==> src/hdl/ewr_pkg.sv <==
// ----------------------------------------------------------------------------
// ewr_pkg
// Shared types and constants for the e-paper window refresh sequencer.
// ----------------------------------------------------------------------------
package ewr_pkg;

	typedef enum logic [1:0] {
		KIND_CMD  = 2'd0,
		KIND_DATA = 2'd1,
		KIND_WAIT = 2'd2
	} kind_t;

	typedef enum logic [2:0] {
		REG_PANEL_READY     = 3'd0,
		REG_FORCE_FULL      = 3'd1,
		REG_FULL_TIMEOUT    = 3'd2,
		REG_PARTIAL_TIMEOUT = 3'd3,
		REG_UPDATE_CTRL     = 3'd4,
		REG_ACTIVATION      = 3'd5
	} reg_idx_t;

	// panel command and data bytes
	localparam logic [7:0] CMD_ENTRY_MODE    = 8'h11;
	localparam logic [7:0] ENTRY_XY_INC      = 8'h03;
	localparam logic [7:0] CMD_RAM_X_WINDOW  = 8'h44;
	localparam logic [7:0] CMD_RAM_Y_WINDOW  = 8'h45;
	localparam logic [7:0] CMD_RAM_X_PTR     = 8'h4e;
	localparam logic [7:0] CMD_RAM_Y_PTR     = 8'h4f;
	localparam logic [7:0] UPDATE_PARTIAL    = 8'hfc;
	localparam logic [7:0] UPDATE_FULL       = 8'hf7;

	// register reset values
	localparam logic [15:0] FULL_TIMEOUT_RST    = 16'd3000;
	localparam logic [15:0] PARTIAL_TIMEOUT_RST = 16'd1000;
	localparam logic [7:0]  UPDATE_CTRL_RST     = 8'h22;
	localparam logic [7:0]  ACTIVATION_RST      = 8'h20;

	// clipping arithmetic width and row coordinate width
	localparam int COORD_W = 18;
	localparam int Y_W     = 12;

	// sequence steps: area runs 0..18, full runs 15..18
	localparam int          STEP_W          = 5;
	localparam logic [4:0]  STEP_FULL_FIRST = 5'd15;
	localparam logic [4:0]  STEP_LAST       = 5'd18;

	localparam int          REQ_QUEUE_DEPTH = 2;
	localparam int          REQ_PTR_W       = 1;
	localparam int          REQ_CNT_W       = 2;

	typedef struct packed {
		logic           is_area;
		logic [7:0]     xs_byte;
		logic [7:0]     xe_byte;
		logic [Y_W-1:0] ys;
		logic [Y_W-1:0] ye;
	} req_t;

	typedef struct packed {
		logic        panel_ready;
		logic        force_full;
		logic [15:0] full_timeout;
		logic [15:0] partial_timeout;
		logic [7:0]  update_cmd;
		logic [7:0]  activation_cmd;
	} cfg_t;

endpackage

==> src/hdl/ewr_front.sv <==
// ----------------------------------------------------------------------------
// ewr_front
// Takes refresh requests, clips area rectangles to the panel and widens them
// to byte columns, and hands full/area descriptors to the request queue.
// ----------------------------------------------------------------------------
module ewr_front import ewr_pkg::*; #(
	parameter int PANEL_WIDTH  = 200,
	parameter int PANEL_HEIGHT = 200
) (
	input  logic               clk,
	input  logic               arst_n,
	input  logic               push,
	output logic               full,
	input  logic               op,
	input  logic signed [15:0] left,
	input  logic signed [15:0] top,
	input  logic signed [15:0] width,
	input  logic signed [15:0] height,
	input  cfg_t               cfg,
	output logic               req_valid,
	output req_t               req,
	input  logic               req_ready
);

	localparam logic signed [COORD_W-1:0] PW_S = COORD_W'(PANEL_WIDTH);
	localparam logic signed [COORD_W-1:0] PH_S = COORD_W'(PANEL_HEIGHT);
	localparam logic [COORD_W-1:0]        ONE  = COORD_W'(1);

	logic               valid_s1;
	logic               op_s1;
	logic signed [15:0] left_s1, top_s1, width_s1, height_s1;

	logic signed [COORD_W-1:0] x_s, y_s, w_s, h_s;
	logic signed [COORD_W-1:0] x1, y1, w1, h1, x_sum, y_sum;
	logic                      x_clip, y_clip, x_empty, y_empty;
	logic [COORD_W-1:0]        x_end, y_end, x_last, y_last;
	logic                      is_area, drop, s1_leave, accept;

	assign accept = push && !full;

	always_ff @(posedge clk or negedge arst_n) begin
		if (!arst_n) begin
			valid_s1 <= 1'b0;
		end else if (accept) begin
			valid_s1 <= 1'b1;
		end else if (s1_leave) begin
			valid_s1 <= 1'b0;
		end
	end

	always_ff @(posedge clk) begin
		if (accept) begin
			op_s1     <= op;
			left_s1   <= left;
			top_s1    <= top;
			width_s1  <= width;
			height_s1 <= height;
		end
	end

	always_comb begin
		x_s = {{(COORD_W-16){left_s1[15]}}, left_s1};
		y_s = {{(COORD_W-16){top_s1[15]}}, top_s1};
		w_s = {{(COORD_W-16){width_s1[15]}}, width_s1};
		h_s = {{(COORD_W-16){height_s1[15]}}, height_s1};

		// cut off the part left of column 0 / above row 0
		x1 = left_s1[15] ? '0 : x_s;
		w1 = left_s1[15] ? w_s + x_s : w_s;
		y1 = top_s1[15] ? '0 : y_s;
		h1 = top_s1[15] ? h_s + y_s : h_s;

		x_sum = x1 + w1;
		y_sum = y1 + h1;
		x_clip = x_sum >= PW_S;
		y_clip = y_sum >= PH_S;

		// after clipping to the edge the extent is edge - origin
		x_empty = x_clip ? (x1 >= PW_S) : (w1[COORD_W-1] || (w1 == '0));
		y_empty = y_clip ? (y1 >= PH_S) : (h1[COORD_W-1] || (h1 == '0));

		x_end  = x_clip ? PW_S : x_sum;
		y_end  = y_clip ? PH_S : y_sum;
		// byte widening: last column byte is (end - 1) / 8
		x_last = x_end - ONE;
		y_last = y_end - ONE;

		is_area = op_s1 && !cfg.force_full;
		drop    = !cfg.panel_ready || (is_area && (x_empty || y_empty));

		req.is_area = is_area;
		req.xs_byte = x1[10:3];
		req.xe_byte = x_last[10:3];
		req.ys      = y1[Y_W-1:0];
		req.ye      = y_last[Y_W-1:0];
	end

	assign req_valid = valid_s1 && !drop;
	assign s1_leave  = valid_s1 && (drop || req_ready);
	assign full      = valid_s1 && !s1_leave;

endmodule

==> src/hdl/ewr_req_queue.sv <==
// ----------------------------------------------------------------------------
// ewr_req_queue
// Short queue of refresh descriptors between the front and back parts.
// ----------------------------------------------------------------------------
module ewr_req_queue import ewr_pkg::*; (
	input  logic clk,
	input  logic arst_n,
	input  logic in_valid,
	output logic in_ready,
	input  req_t in_data,
	output logic out_valid,
	input  logic out_ready,
	output req_t out_data
);

	localparam logic [REQ_CNT_W-1:0] DEPTH_C = REQ_CNT_W'(REQ_QUEUE_DEPTH);

	req_t                 entry_q [REQ_QUEUE_DEPTH];
	logic [REQ_PTR_W-1:0] wr_ptr_q, rd_ptr_q;
	logic [REQ_CNT_W-1:0] count_q;
	logic                 wr_en, rd_en;

	assign in_ready  = count_q != DEPTH_C;
	assign out_valid = count_q != '0;
	assign wr_en     = in_valid && in_ready;
	assign rd_en     = out_valid && out_ready;
	assign out_data  = entry_q[rd_ptr_q];

	always_ff @(posedge clk or negedge arst_n) begin
		if (!arst_n) begin
			wr_ptr_q <= '0;
			rd_ptr_q <= '0;
			count_q  <= '0;
		end else begin
			if (wr_en) begin
				wr_ptr_q <= wr_ptr_q + 1'b1;
			end
			if (rd_en) begin
				rd_ptr_q <= rd_ptr_q + 1'b1;
			end
			if (wr_en && !rd_en) begin
				count_q <= count_q + 1'b1;
			end else if (rd_en && !wr_en) begin
				count_q <= count_q - 1'b1;
			end
		end
	end

	always_ff @(posedge clk) begin
		if (wr_en) begin
			entry_q[wr_ptr_q] <= in_data;
		end
	end

endmodule

==> src/hdl/ewr_back.sv <==
// ----------------------------------------------------------------------------
// ewr_back
// Steps through the command sequence of the head descriptor into the result
// register, one link item per cycle while that register is empty or popped.
// ----------------------------------------------------------------------------
module ewr_back import ewr_pkg::*; (
	input  logic        clk,
	input  logic        arst_n,
	input  logic        req_valid,
	input  req_t        req,
	output logic        req_ready,
	input  cfg_t        cfg,
	output logic        empty,
	input  logic        pop,
	output logic [1:0]  kind,
	output logic [7:0]  byte_value,
	output logic [15:0] wait_limit_ms,
	output logic        last
);

	logic [STEP_W-1:0] step_q, cur_step;
	logic              out_valid_q;
	kind_t             kind_q, kind_d;
	logic [7:0]        byte_q, byte_d;
	logic [15:0]       wait_q, wait_d;
	logic              last_q, last_d;
	logic              advance;

	assign advance   = req_valid && (!out_valid_q || pop);
	// full sequence is the tail of the area sequence
	assign cur_step  = req.is_area ? step_q : step_q + STEP_FULL_FIRST;
	assign last_d    = cur_step == STEP_LAST;
	assign req_ready = advance && last_d;

	always_comb begin
		kind_d = KIND_DATA;
		byte_d = '0;
		wait_d = '0;
		unique case (cur_step)
			5'd0:  begin kind_d = KIND_CMD; byte_d = CMD_ENTRY_MODE; end
			5'd1:  byte_d = ENTRY_XY_INC;
			5'd2:  begin kind_d = KIND_CMD; byte_d = CMD_RAM_X_WINDOW; end
			5'd3:  byte_d = req.xs_byte;
			5'd4:  byte_d = req.xe_byte;
			5'd5:  begin kind_d = KIND_CMD; byte_d = CMD_RAM_Y_WINDOW; end
			5'd6:  byte_d = req.ys[7:0];
			5'd7:  byte_d = 8'(req.ys >> 8);
			5'd8:  byte_d = req.ye[7:0];
			5'd9:  byte_d = 8'(req.ye >> 8);
			5'd10: begin kind_d = KIND_CMD; byte_d = CMD_RAM_X_PTR; end
			5'd11: byte_d = req.xs_byte;
			5'd12: begin kind_d = KIND_CMD; byte_d = CMD_RAM_Y_PTR; end
			5'd13: byte_d = req.ys[7:0];
			5'd14: byte_d = 8'(req.ys >> 8);
			5'd15: begin kind_d = KIND_CMD; byte_d = cfg.update_cmd; end
			5'd16: byte_d = req.is_area ? UPDATE_PARTIAL : UPDATE_FULL;
			5'd17: begin kind_d = KIND_CMD; byte_d = cfg.activation_cmd; end
			5'd18: begin
				kind_d = KIND_WAIT;
				wait_d = req.is_area ? cfg.partial_timeout : cfg.full_timeout;
			end
			default: begin kind_d = KIND_CMD; byte_d = '0; end
		endcase
	end

	always_ff @(posedge clk or negedge arst_n) begin
		if (!arst_n) begin
			step_q      <= '0;
			out_valid_q <= 1'b0;
		end else begin
			if (advance) begin
				step_q      <= last_d ? '0 : step_q + 1'b1;
				out_valid_q <= 1'b1;
			end else if (pop) begin
				out_valid_q <= 1'b0;
			end
		end
	end

	always_ff @(posedge clk) begin
		if (advance) begin
			kind_q <= kind_d;
			byte_q <= byte_d;
			wait_q <= wait_d;
			last_q <= last_d;
		end
	end

	assign empty         = !out_valid_q;
	assign kind          = kind_q;
	assign byte_value    = byte_q;
	assign wait_limit_ms = wait_q;
	assign last          = last_q;

	// a sequence in progress keeps its descriptor at the queue head
	a_step_has_req: assert property (@(posedge clk) disable iff (!arst_n)
		step_q != '0 |-> req_valid)
		else $error("sequence step advanced without a descriptor");

	a_last_is_wait: assert property (@(posedge clk) disable iff (!arst_n)
		out_valid_q && last_q |-> kind_q == KIND_WAIT)
		else $error("last flag on an item that is not a busy wait");

	a_done_resets_step: assert property (@(posedge clk) disable iff (!arst_n)
		req_ready |=> step_q == '0)
		else $error("step counter not cleared after sequence end");

endmodule

==> src/hdl/epaper_window_refresh_sequencer_top.sv <==
// A request passes the front register, request queue and back result register
// before its first link item appears. One link item per cycle while popped;
// area requests run all steps, full ones only the tail; drops stay in the front.
// The sequencer step counter sets the rate; a 2-deep request queue lets the
// front take the next request while the current one is emitted.
// Reset clears control state and loads register reset values; no clearing pass.
// ----------------------------------------------------------------------------
// epaper_window_refresh_sequencer_top
// Turns full/area refresh requests into panel command, data and busy-wait
// items, with an APB register port for panel state, timeouts and command bytes.
// ----------------------------------------------------------------------------
module epaper_window_refresh_sequencer_top import ewr_pkg::*; #(
	parameter int PANEL_WIDTH  = 200,
	parameter int PANEL_HEIGHT = 200
) (
	input  logic               clk,
	input  logic               arst_n,
	input  logic               psel,
	input  logic               penable,
	input  logic               pwrite,
	input  logic [4:0]         paddr,
	input  logic [31:0]        pwdata,
	output logic [31:0]        prdata,
	output logic               pready,
	input  logic               push,
	output logic               full,
	input  logic               op,
	input  logic signed [15:0] left,
	input  logic signed [15:0] top,
	input  logic signed [15:0] width,
	input  logic signed [15:0] height,
	output logic               empty,
	input  logic               pop,
	output logic [1:0]         kind,
	output logic [7:0]         byte_value,
	output logic [15:0]        wait_limit_ms,
	output logic               last
);

	cfg_t     cfg_q;
	reg_idx_t reg_idx;
	logic     reg_wr;
	logic     fq_valid, fq_ready, bq_valid, bq_ready;
	req_t     fq_data, bq_data;

	assign pready  = 1'b1;
	assign reg_idx = reg_idx_t'(paddr[4:2]);
	assign reg_wr  = psel && penable && pwrite && pready;

	always_ff @(posedge clk or negedge arst_n) begin
		if (!arst_n) begin
			cfg_q.panel_ready     <= 1'b0;
			cfg_q.force_full      <= 1'b0;
			cfg_q.full_timeout    <= FULL_TIMEOUT_RST;
			cfg_q.partial_timeout <= PARTIAL_TIMEOUT_RST;
			cfg_q.update_cmd      <= UPDATE_CTRL_RST;
			cfg_q.activation_cmd  <= ACTIVATION_RST;
		end else if (reg_wr) begin
			unique case (reg_idx)
				REG_PANEL_READY:     cfg_q.panel_ready     <= pwdata[0];
				REG_FORCE_FULL:      cfg_q.force_full      <= pwdata[0];
				REG_FULL_TIMEOUT:    cfg_q.full_timeout    <= pwdata[15:0];
				REG_PARTIAL_TIMEOUT: cfg_q.partial_timeout <= pwdata[15:0];
				REG_UPDATE_CTRL:     cfg_q.update_cmd      <= pwdata[7:0];
				REG_ACTIVATION:      cfg_q.activation_cmd  <= pwdata[7:0];
				default: ;
			endcase
		end
	end

	always_comb begin
		prdata = '0;
		unique case (reg_idx)
			REG_PANEL_READY:     prdata = {31'd0, cfg_q.panel_ready};
			REG_FORCE_FULL:      prdata = {31'd0, cfg_q.force_full};
			REG_FULL_TIMEOUT:    prdata = {16'd0, cfg_q.full_timeout};
			REG_PARTIAL_TIMEOUT: prdata = {16'd0, cfg_q.partial_timeout};
			REG_UPDATE_CTRL:     prdata = {24'd0, cfg_q.update_cmd};
			REG_ACTIVATION:      prdata = {24'd0, cfg_q.activation_cmd};
			default:             prdata = '0;
		endcase
	end

	ewr_front #(
		.PANEL_WIDTH  (PANEL_WIDTH),
		.PANEL_HEIGHT (PANEL_HEIGHT)
	) u_front (
		.clk       (clk),
		.arst_n    (arst_n),
		.push      (push),
		.full      (full),
		.op        (op),
		.left      (left),
		.top       (top),
		.width     (width),
		.height    (height),
		.cfg       (cfg_q),
		.req_valid (fq_valid),
		.req       (fq_data),
		.req_ready (fq_ready)
	);

	ewr_req_queue u_queue (
		.clk       (clk),
		.arst_n    (arst_n),
		.in_valid  (fq_valid),
		.in_ready  (fq_ready),
		.in_data   (fq_data),
		.out_valid (bq_valid),
		.out_ready (bq_ready),
		.out_data  (bq_data)
	);

	ewr_back u_back (
		.clk           (clk),
		.arst_n        (arst_n),
		.req_valid     (bq_valid),
		.req           (bq_data),
		.req_ready     (bq_ready),
		.cfg           (cfg_q),
		.empty         (empty),
		.pop           (pop),
		.kind          (kind),
		.byte_value    (byte_value),
		.wait_limit_ms (wait_limit_ms),
		.last          (last)
	);

endmodule
==> config.mk <==
export PLATFORM = sky130hd
export DESIGN_NAME = epaper_window_refresh_sequencer_top
export DESIGN_NICKNAME = d
export VERILOG_FILES = /design/src/hdl/ewr_pkg.sv /design/src/hdl/ewr_front.sv /design/src/hdl/ewr_req_queue.sv /design/src/hdl/ewr_back.sv /design/src/hdl/epaper_window_refresh_sequencer_top.sv
export SDC_FILE = /design/constraint.sdc
export NUM_CORES = 1
export LEC_CHECK = 0
export BUFFER_PORTS_ARGS = -buffer_cell sky130_fd_sc_hd__buf_4
export CAP_MARGIN = 20
export CORE_MARGIN = 4
export CORE_UTILIZATION = 52
export DETAILED_ROUTE_END_ITERATION = 12
export PLACE_DENSITY = 0.75
export SYNTH_ARGS = -nofsm -noshare
export SYNTH_HDL_FRONTEND = slang
export SYNTH_SLANG_ARGS = --single-unit
export TNS_END_PERCENT = 100
==> constraint.sdc <==
create_clock -name clk -period 8 [get_ports clk]
set_input_delay 2.4 -clock clk [delete_from_list [all_inputs] [get_ports clk]]
set_output_delay 2.4 -clock clk [all_outputs]
set_load 0.03 [all_outputs]
==> After elaboration in Yosys (flattened, before gate mapping) <==
Memories as Yosys holds them, arrays and structs flattened.
Cells that the tools add are included.
{ "totals": {"input_bits": 109, "ram_bits": 82, "output_inout_bits": 62, "word_cells": 131, "register_bits": 153, "mem_count": 1} }
{ "classes": {"n_mux": 23, "eq_ne": 24, "n_lt_le_gt_ge": 4, "n_reduce_logical": 46, "addsub": 12} }
{ "memory_table": {"columns": ["name", "depth", "width", "rd", "rd_clocked_by_memory_dff", "wr", "line_no", "text"], "rows": [
  ["u_queue.entry_q", 2, 41, 1, 0, 1, "ewr_req_queue.sv:18", "req_t entry_q [REQ_QUEUE_DEPTH];"]
]} }
{ "ops": {"columns": ["cell", "count"], "rows": [
  ["case mux 8 bit (15 select lines)", 1],
  ["case mux 16 bit (6 select lines)", 1],
  ["greater-or-equal comparator 18 x 9 -> 1 bit (second input constant)", 4],
  ["equality test 5 x 4 -> 1 bit (second input constant)", 8],
  ["adder 16 x 18 -> 18 bit", 2],
  ["zero test 18 bit", 2],
  ["2-to-1 mux 18 bit", 2],
  ["adder 16 x 16 -> 17 bit", 2],
  ["2-to-1 mux 15 bit", 2],
  ["equality test 5 x 3 -> 1 bit (second input constant)", 4],
  ["2-to-1 mux 16 bit", 1],
  ["equality test 5 bit (second input constant)", 3],
  ["logical AND 1 bit", 14],
  ["2-to-1 mux 12 bit", 1],
  ["AND reduction 2 bit", 6],
  ["subtractor 12 x 1 -> 12 bit (second input constant)", 1],
  ["2-to-1 mux 11 bit", 1],
  ["OR reduction 11 bit", 1],
  ["subtractor 11 x 1 -> 11 bit (second input constant)", 1],
  ["equality test 5 x 2 -> 1 bit (second input constant)", 2],
  ["2-to-1 mux 5 bit", 2],
  ["zero test 1 bit", 8],
  ["2-to-1 mux 1 bit", 8],
  ["nonzero test 2 bit", 4],
  ["17 further kinds", 28]
]} }

==> Longest topological paths before layout <==
{ "logic_depth": {"ltp_word": 15, "ltp_mapped": 25} }

==> Modules after synthesis <==
A second synthesis with hierarchy kept.
{ "hier_totals": {"cells_unflattened": 1349, "area_unflattened_um2": 15208.3} }
{ "by_module_without_submodules": {"columns": ["module", "instances", "area_per_inst_um2", "cells_each", "seq_area_each_um2"], "rows": [
  ["ewr_front", 1, 6757.7, 743, 1976.9],
  ["ewr_req_queue", 1, 3355.7, 146, 2562.5],
  ["ewr_back", 1, 2592.5, 281, 960.9],
  ["epaper_window_refresh_sequencer_top", 1, 2502.4, 179, 1271.2]
]} }

==> Worst setup path before layout <==
No wires, ideal clock.
{ "synth_path": {"kind": "flip-flop to flip-flop", "startpoint": "register u_front.left_s1[15]", "endpoint": "memory u_queue.entry_q[0][0] in the netlist's numbering, enable pin", "t_required_ps": 7510, "slack_ps": 126, "setup_ps": 490, "synth_period_minus_slack_ps": 7874, "stages_incl_launch_ff": 18, "t_arrival_ps": 7384, "cell_sequence": "edfxtp_1 > clkbuf_1 > clkbuf_1 > clkbuf_1 > buf_1 > mux2_2 > fa_1 > a211oi_1 > nor4bb_1 > a211o_1 > mux2i_1 > a2111oi_0 > nand4_1 > or2_2 > and4bb_1 > o22ai_2 > and2_4 > nor3_1"} }
{ "synth_between": {"elab_chain_cells": 13, "word_cells_on_any_way": 17, "cone_classes": "add/sub (2); order compare (2); mux (5); reduce/logical (8)"} }
{ "synth_lines": {"columns": ["element", "line_no", "text"], "rows": [
  ["from (decl)", "ewr_front.sv:31", "logic signed [15:0] left_s1, top_s1, width_s1, height_s1;"],
  ["from (signal assigned)", "ewr_front.sv:54", "left_s1 <= left;"],
  ["adder 16 x 16 -> 17 bit", "ewr_front.sv:69", "w1 = left_s1[15] ? w_s + x_s : w_s;"],
  ["2-to-1 mux 18 bit", "ewr_front.sv:69", null],
  ["adder 16 x 18 -> 18 bit / zero test 18 bit (equally long branches)", "ewr_front.sv:73, ewr_front.sv:79", null],
  ["greater-or-equal comparator 18 x 9 -> 1 bit / logical OR 1 bit (equally long branches)", "ewr_front.sv:75, ewr_front.sv:79", null],
  ["2-to-1 mux 1 bit *", "ewr_front.sv:79", "x_empty = x_clip ? (x1 >= PW_S) : (w1[COORD_W-1] || (w1 == '0));"],
  ["logical OR 1 bit *", "ewr_front.sv:89", "drop = !cfg.panel_ready || (is_area && (x_empty || y_empty));"],
  ["logical AND 1 bit *", "ewr_front.sv:89", null],
  ["logical OR 1 bit *", "ewr_front.sv:89", null],
  ["zero test 1 bit *", "ewr_front.sv:98", "assign req_valid = valid_s1 && !drop;"],
  ["logical AND 1 bit *", "ewr_front.sv:98", null],
  ["logical AND 1 bit *", "ewr_req_queue.sv:25", "assign wr_en = in_valid && in_ready;"],
  ["2-to-1 mux 1 bit *", "ewr_req_queue.sv:50", "if (wr_en) begin"],
  ["2-to-1 mux 1 bit (not written as such) *", "ewr_req_queue.sv:51", "entry_q[wr_ptr_q] <= in_data;"],
  ["to (decl)", "ewr_req_queue.sv:18", null]
]} }
Every way passes the cells marked *; elsewhere a longest branch is shown, timed or not.

==> Final worst setup path <==
{ "layout_path": {"startpoint": "register u_front.width_s1[0]", "endpoint": "output full"} }
{ "layout_between": {"elab_chain_cells": 12, "word_cells_on_any_way": 14, "cone_classes": "add/sub (2); order compare (1); mux (2); reduce/logical (9)"} }
{ "layout_lines": {"columns": ["element", "line_no", "text"], "rows": [
  ["from (decl)", "ewr_front.sv:31", null],
  ["from (signal assigned)", "ewr_front.sv:56", "width_s1 <= width;"],
  ["adder 16 x 16 -> 17 bit", "ewr_front.sv:69", null],
  ["2-to-1 mux 18 bit *", "ewr_front.sv:69", null],
  ["adder 16 x 18 -> 18 bit / zero test 18 bit (equally long branches)", "ewr_front.sv:73, ewr_front.sv:79", null],
  ["greater-or-equal comparator 18 x 9 -> 1 bit / logical OR 1 bit (equally long branches)", "ewr_front.sv:75, ewr_front.sv:79", null],
  ["2-to-1 mux 1 bit *", "ewr_front.sv:79", null],
  ["logical OR 1 bit *", "ewr_front.sv:89", null],
  ["logical AND 1 bit *", "ewr_front.sv:89", null],
  ["logical OR 1 bit *", "ewr_front.sv:89", null],
  ["logical OR 1 bit *", "ewr_front.sv:99", "assign s1_leave = valid_s1 && (drop || req_ready);"],
  ["logical AND 1 bit *", "ewr_front.sv:99", null],
  ["zero test 1 bit *", "ewr_front.sv:100", "assign full = valid_s1 && !s1_leave;"],
  ["logical AND 1 bit *", "ewr_front.sv:100", null],
  ["to (decl)", "epaper_window_refresh_sequencer_top.sv:26", "output logic full,"]
]} }
Marked as above.

==> flow_summary.ini <==
[global_routing]
grt_usage_pct = 20.7
grt_start_max_net_pins = 62
grt-ovfl-total = 0
grt_pass1_wl_um = 52400
first_global_vias = 10337
antenna_found_initial = 0

[placed_design]
gp_congestion = 0.950
placed_cell_area_mm2 = 0.0154
dp_hpwl_um = 23400
portBuffers = 135

[synth]
synthFlopType = edfxtp_1
synth_top_area_share_pct = 37.1
synth.area.top_cells = edfxtp_1 37%, dfrtp_1 8.0%, ha_1 5.7%
synth_area_mm2 = 0.0141
muxShareOfSynthArea_pct = 10.5
synth_top_family_by_area = compound AO/OA/AOI/OAI gates
synth_cell_types = 94
synth-edff-count = 174
synthCells = 1282
synth-async-reset-ratio_pct = 26.0
yosys.area.top_type = edfxtp_1
synth-simple-area-share_pct = 12.5
ys_ff_latch = 235
synthAdderAreaFrac_pct = 6.25
yosys_warnings = 0
avgSynthCellArea_um2 = 11.0
synth_compound_area_share_pct = 15.4
synth_xor_area_share_pct = 4.04
ys_seq_area_share_pct = 48.1

[die]
dieArea_mm2 = 0.0298
start_util_pct = 53.5
rows = 59
coreArea_mm2 = 0.0264
die_y_um = 173
die_w_um = 173
io-pin-count = 171

[run_status]
status = complete, no violations

[sta]
fin_setup_tns_ns = 0
final_period_minus_worst_setup_slack_ns = 7.84
setup_violations = 0
worst_slew_pin_slew_ns = 1.02
max-slew-margin-rel_pct = 31.7
slew_violations = 0
fin_crit_sh_pct = 97.9
fmax_mhz = 128
fin_skew_ns = 0.0131
final-hold-violation-count = 0
whs_ns = 0.503

[layout]
drive_gt1_share_pct = 24.6
n_antenna_cell = 0
layout_common_cells = 174 x edfxtp_1, 164 x buf_4, 113 x nand2_1
nets = 1609
final_common_cell = edfxtp_1
area_growth_pct = 18.2
num-fill-cells = 2081
fin_area_mm2 = 0.0167

[drt]
vias = 10512
drt_iter0_drc = 704
ant_nets = 0
drt_wl_total_um = 32000
routed_via_density = 5.88
drc_errors = 0
wl_per_cell_um = 17.9
drt-pass1-iter-count = 4

[power]
leakagePower_nw = 6.54
power.density_mw_per_mm2 = 286
power_w = 0.00476
ir_drop_v = 0.000198

[setup_path]
cp.arrival_ns = 5.44
crit_fanout = 3
regToRegSetupSlack_ns = 1.90
required_ns = 5.60
cp-end-kind = output pin
path_class = register to output pin
cp-start-kind = register

[cts]
htree_levels = 1
clk_latency_ns = 0.54
cts_tree = built
clockBufferDepth = 3
clockRootBuffer = clkbuf_16
cts_buffers = 27
clk_pin_slew_worst_paths_ns = 0.06
cts.sinks = 235
cts_hold_buf = 0

[worst_hold_path]
hp-class = register to register

[job]
maxCapViolCount = 0
state kept, by name, indices dropped and copies added (netlist names):
| name | count |
|---|---|
| u_back.last | 1 |
| cfg_q | 50 |
| u_front.valid_s1 | 1 |
| u_queue.wr_ptr_q | 1 |
| u_front.op_s1 | 1 |
| u_back.step_q | 5 |
| u_queue.rd_ptr_q | 1 |
| u_back.kind | 2 |
| u_queue.count_q | 2 |
| u_front.height_s1 | 16 |
| u_back.byte_value | 8 |
| u_queue.entry_q | 82 |
| u_front.left_s1 | 16 |
| u_front.width_s1 | 16 |
| u_back.wait_limit_ms | 16 |
| u_back.out_valid_q | 1 |
| u_front.top_s1 | 16 |
stage by stage:
step	utilization (%)	worst slack [ns]	std cells
2_1_floorplan	-	0.126	1297
3_3_place_gp	58.4	0.432	1720
3_5_place_dp	58.4	0.410	1720
4_1_cts	62.2	0.00533	1773
5_1_grt	63.2	-0.0380	1788
6_report	63.2	0.165	1788
report_power, final:
group | internal [W] | switching, W | total, W
Clock | 0.000763 | 0.000492 | 0.00125
Sequential | 0.00158 | 0.000130 | 0.00171
Combinational | 0.000707 | 0.00108 | 0.00179
what timing repair did:
item | in CTS | in global routing
cloned | 0 | 0
buffers inserted | 3 | 15
gates resized for setup | 10 | 34
endpoints found under the setup margin | 1 | 1
pin swaps | 5 | 20
worst paths after layout:
| check | from | to | cells after the start |
|---|---|---|---|
| setup reg to reg | u_front.width_s1[0]$_DFFE_PP_ | u_front.left_s1[2]$_DFFE_PP_ | 21 |
| hold / removal | u_back.out_valid_q$_DFFE_PN0P_ | u_back.out_valid_q$_DFFE_PN0P_ | 2 |
| hold reg to reg | u_back.out_valid_q$_DFFE_PN0P_ | u_back.out_valid_q$_DFFE_PN0P_ | 2 |
| min in group asynchronous | arst_n | cfg_q[45]$_DFFE_PN0P_ | 1 |
| setup / recovery | u_front.width_s1[0]$_DFFE_PP_ | full | 20 |
| max in group asynchronous | arst_n | u_queue.rd_ptr_q$_DFFE_PN0P_ | 1 |
layout make-up:
cell class                 instances  area [µm²]  area share (%)
clock buffer                      31         701            4.21
clock inverter                    19         228            1.37
inverter                          38         143           0.856
multi-input combinational        965        7150            42.9
sequential                       235        6770            40.7
tap                              335         419            2.52
timing repair buffer             165        1240            7.46
cells in the mapped netlist, drive strengths merged (4+ instances only):
master,count
mux2,66
mux2i,65
o221ai,8
a211oi,18
o31ai,6
nand2,114
a31oi,14
xnor2,45
mux4,4
buf,30
a2111oi,7
a221oi,4
nand3,26
o21a,10
clkbuf,29
nand2b,14
fa,4
o211ai,13
nor2b,36
o22ai,18
nand3b,4
nor3b,5
ha,64
or3,5
nor4,9
inv,38
dfrtp,45
o21bai,6
a21o,22
o21ai,58
a211o,6
o311ai,6
dfstp,16
a21oi,94
a21boi,6
edfxtp,174
or4,8
o2bb2ai,4
nand4,7
xor2,20
nor3,22
nor2,79
routing by layer:
layer | up-vias | GRT usage, % | wire length, µm | share of wire (%)
li1 | 5115 | - | - | -
met1 | 5024 | 29.5 | 14700 | 46
met2 | 320 | 33.0 | 14700 | 46
met3 | 53 | 3.43 | 1780 | 5.6
met4 | 0 | 6.32 | 813 | 2.5
met5 | - | 0 | 0 | 0
cells by family after synthesis:
| logic type | after synthesis |
|---|---|
| AND/OR/NAND/NOR | 354 |
| AO/OA/AOI/OAI | 326 |
| flip-flops | 235 |
| multiplexers | 135 |
| buffers and inverters | 97 |
| adder cells (fa/ha/maj) | 68 |
| XOR/XNOR | 65 |
| other | 2 |
critical path: stages, from the launching register on:
cell and delay, ns:
edfxtp_1 0.45, ha_4 0.20, fa_2 0.41, a211oi_2 0.28, o211ai_2 0.16, a31o_2 0.28
nand4b_1 0.09, o211ai_1 0.12, ha_1 0.34, nand4_1 0.10, a211oi_2 0.24, a221oi_2 0.10
or2b_4 0.28, a221o_1 0.34, or4b_4 0.49, a21boi_2 0.17, and4bb_2 0.31, o22ai_4 0.11
and2_4 0.17, nor2_2 0.12, buf_6 0.14
(Power assumes the default switching activity.)
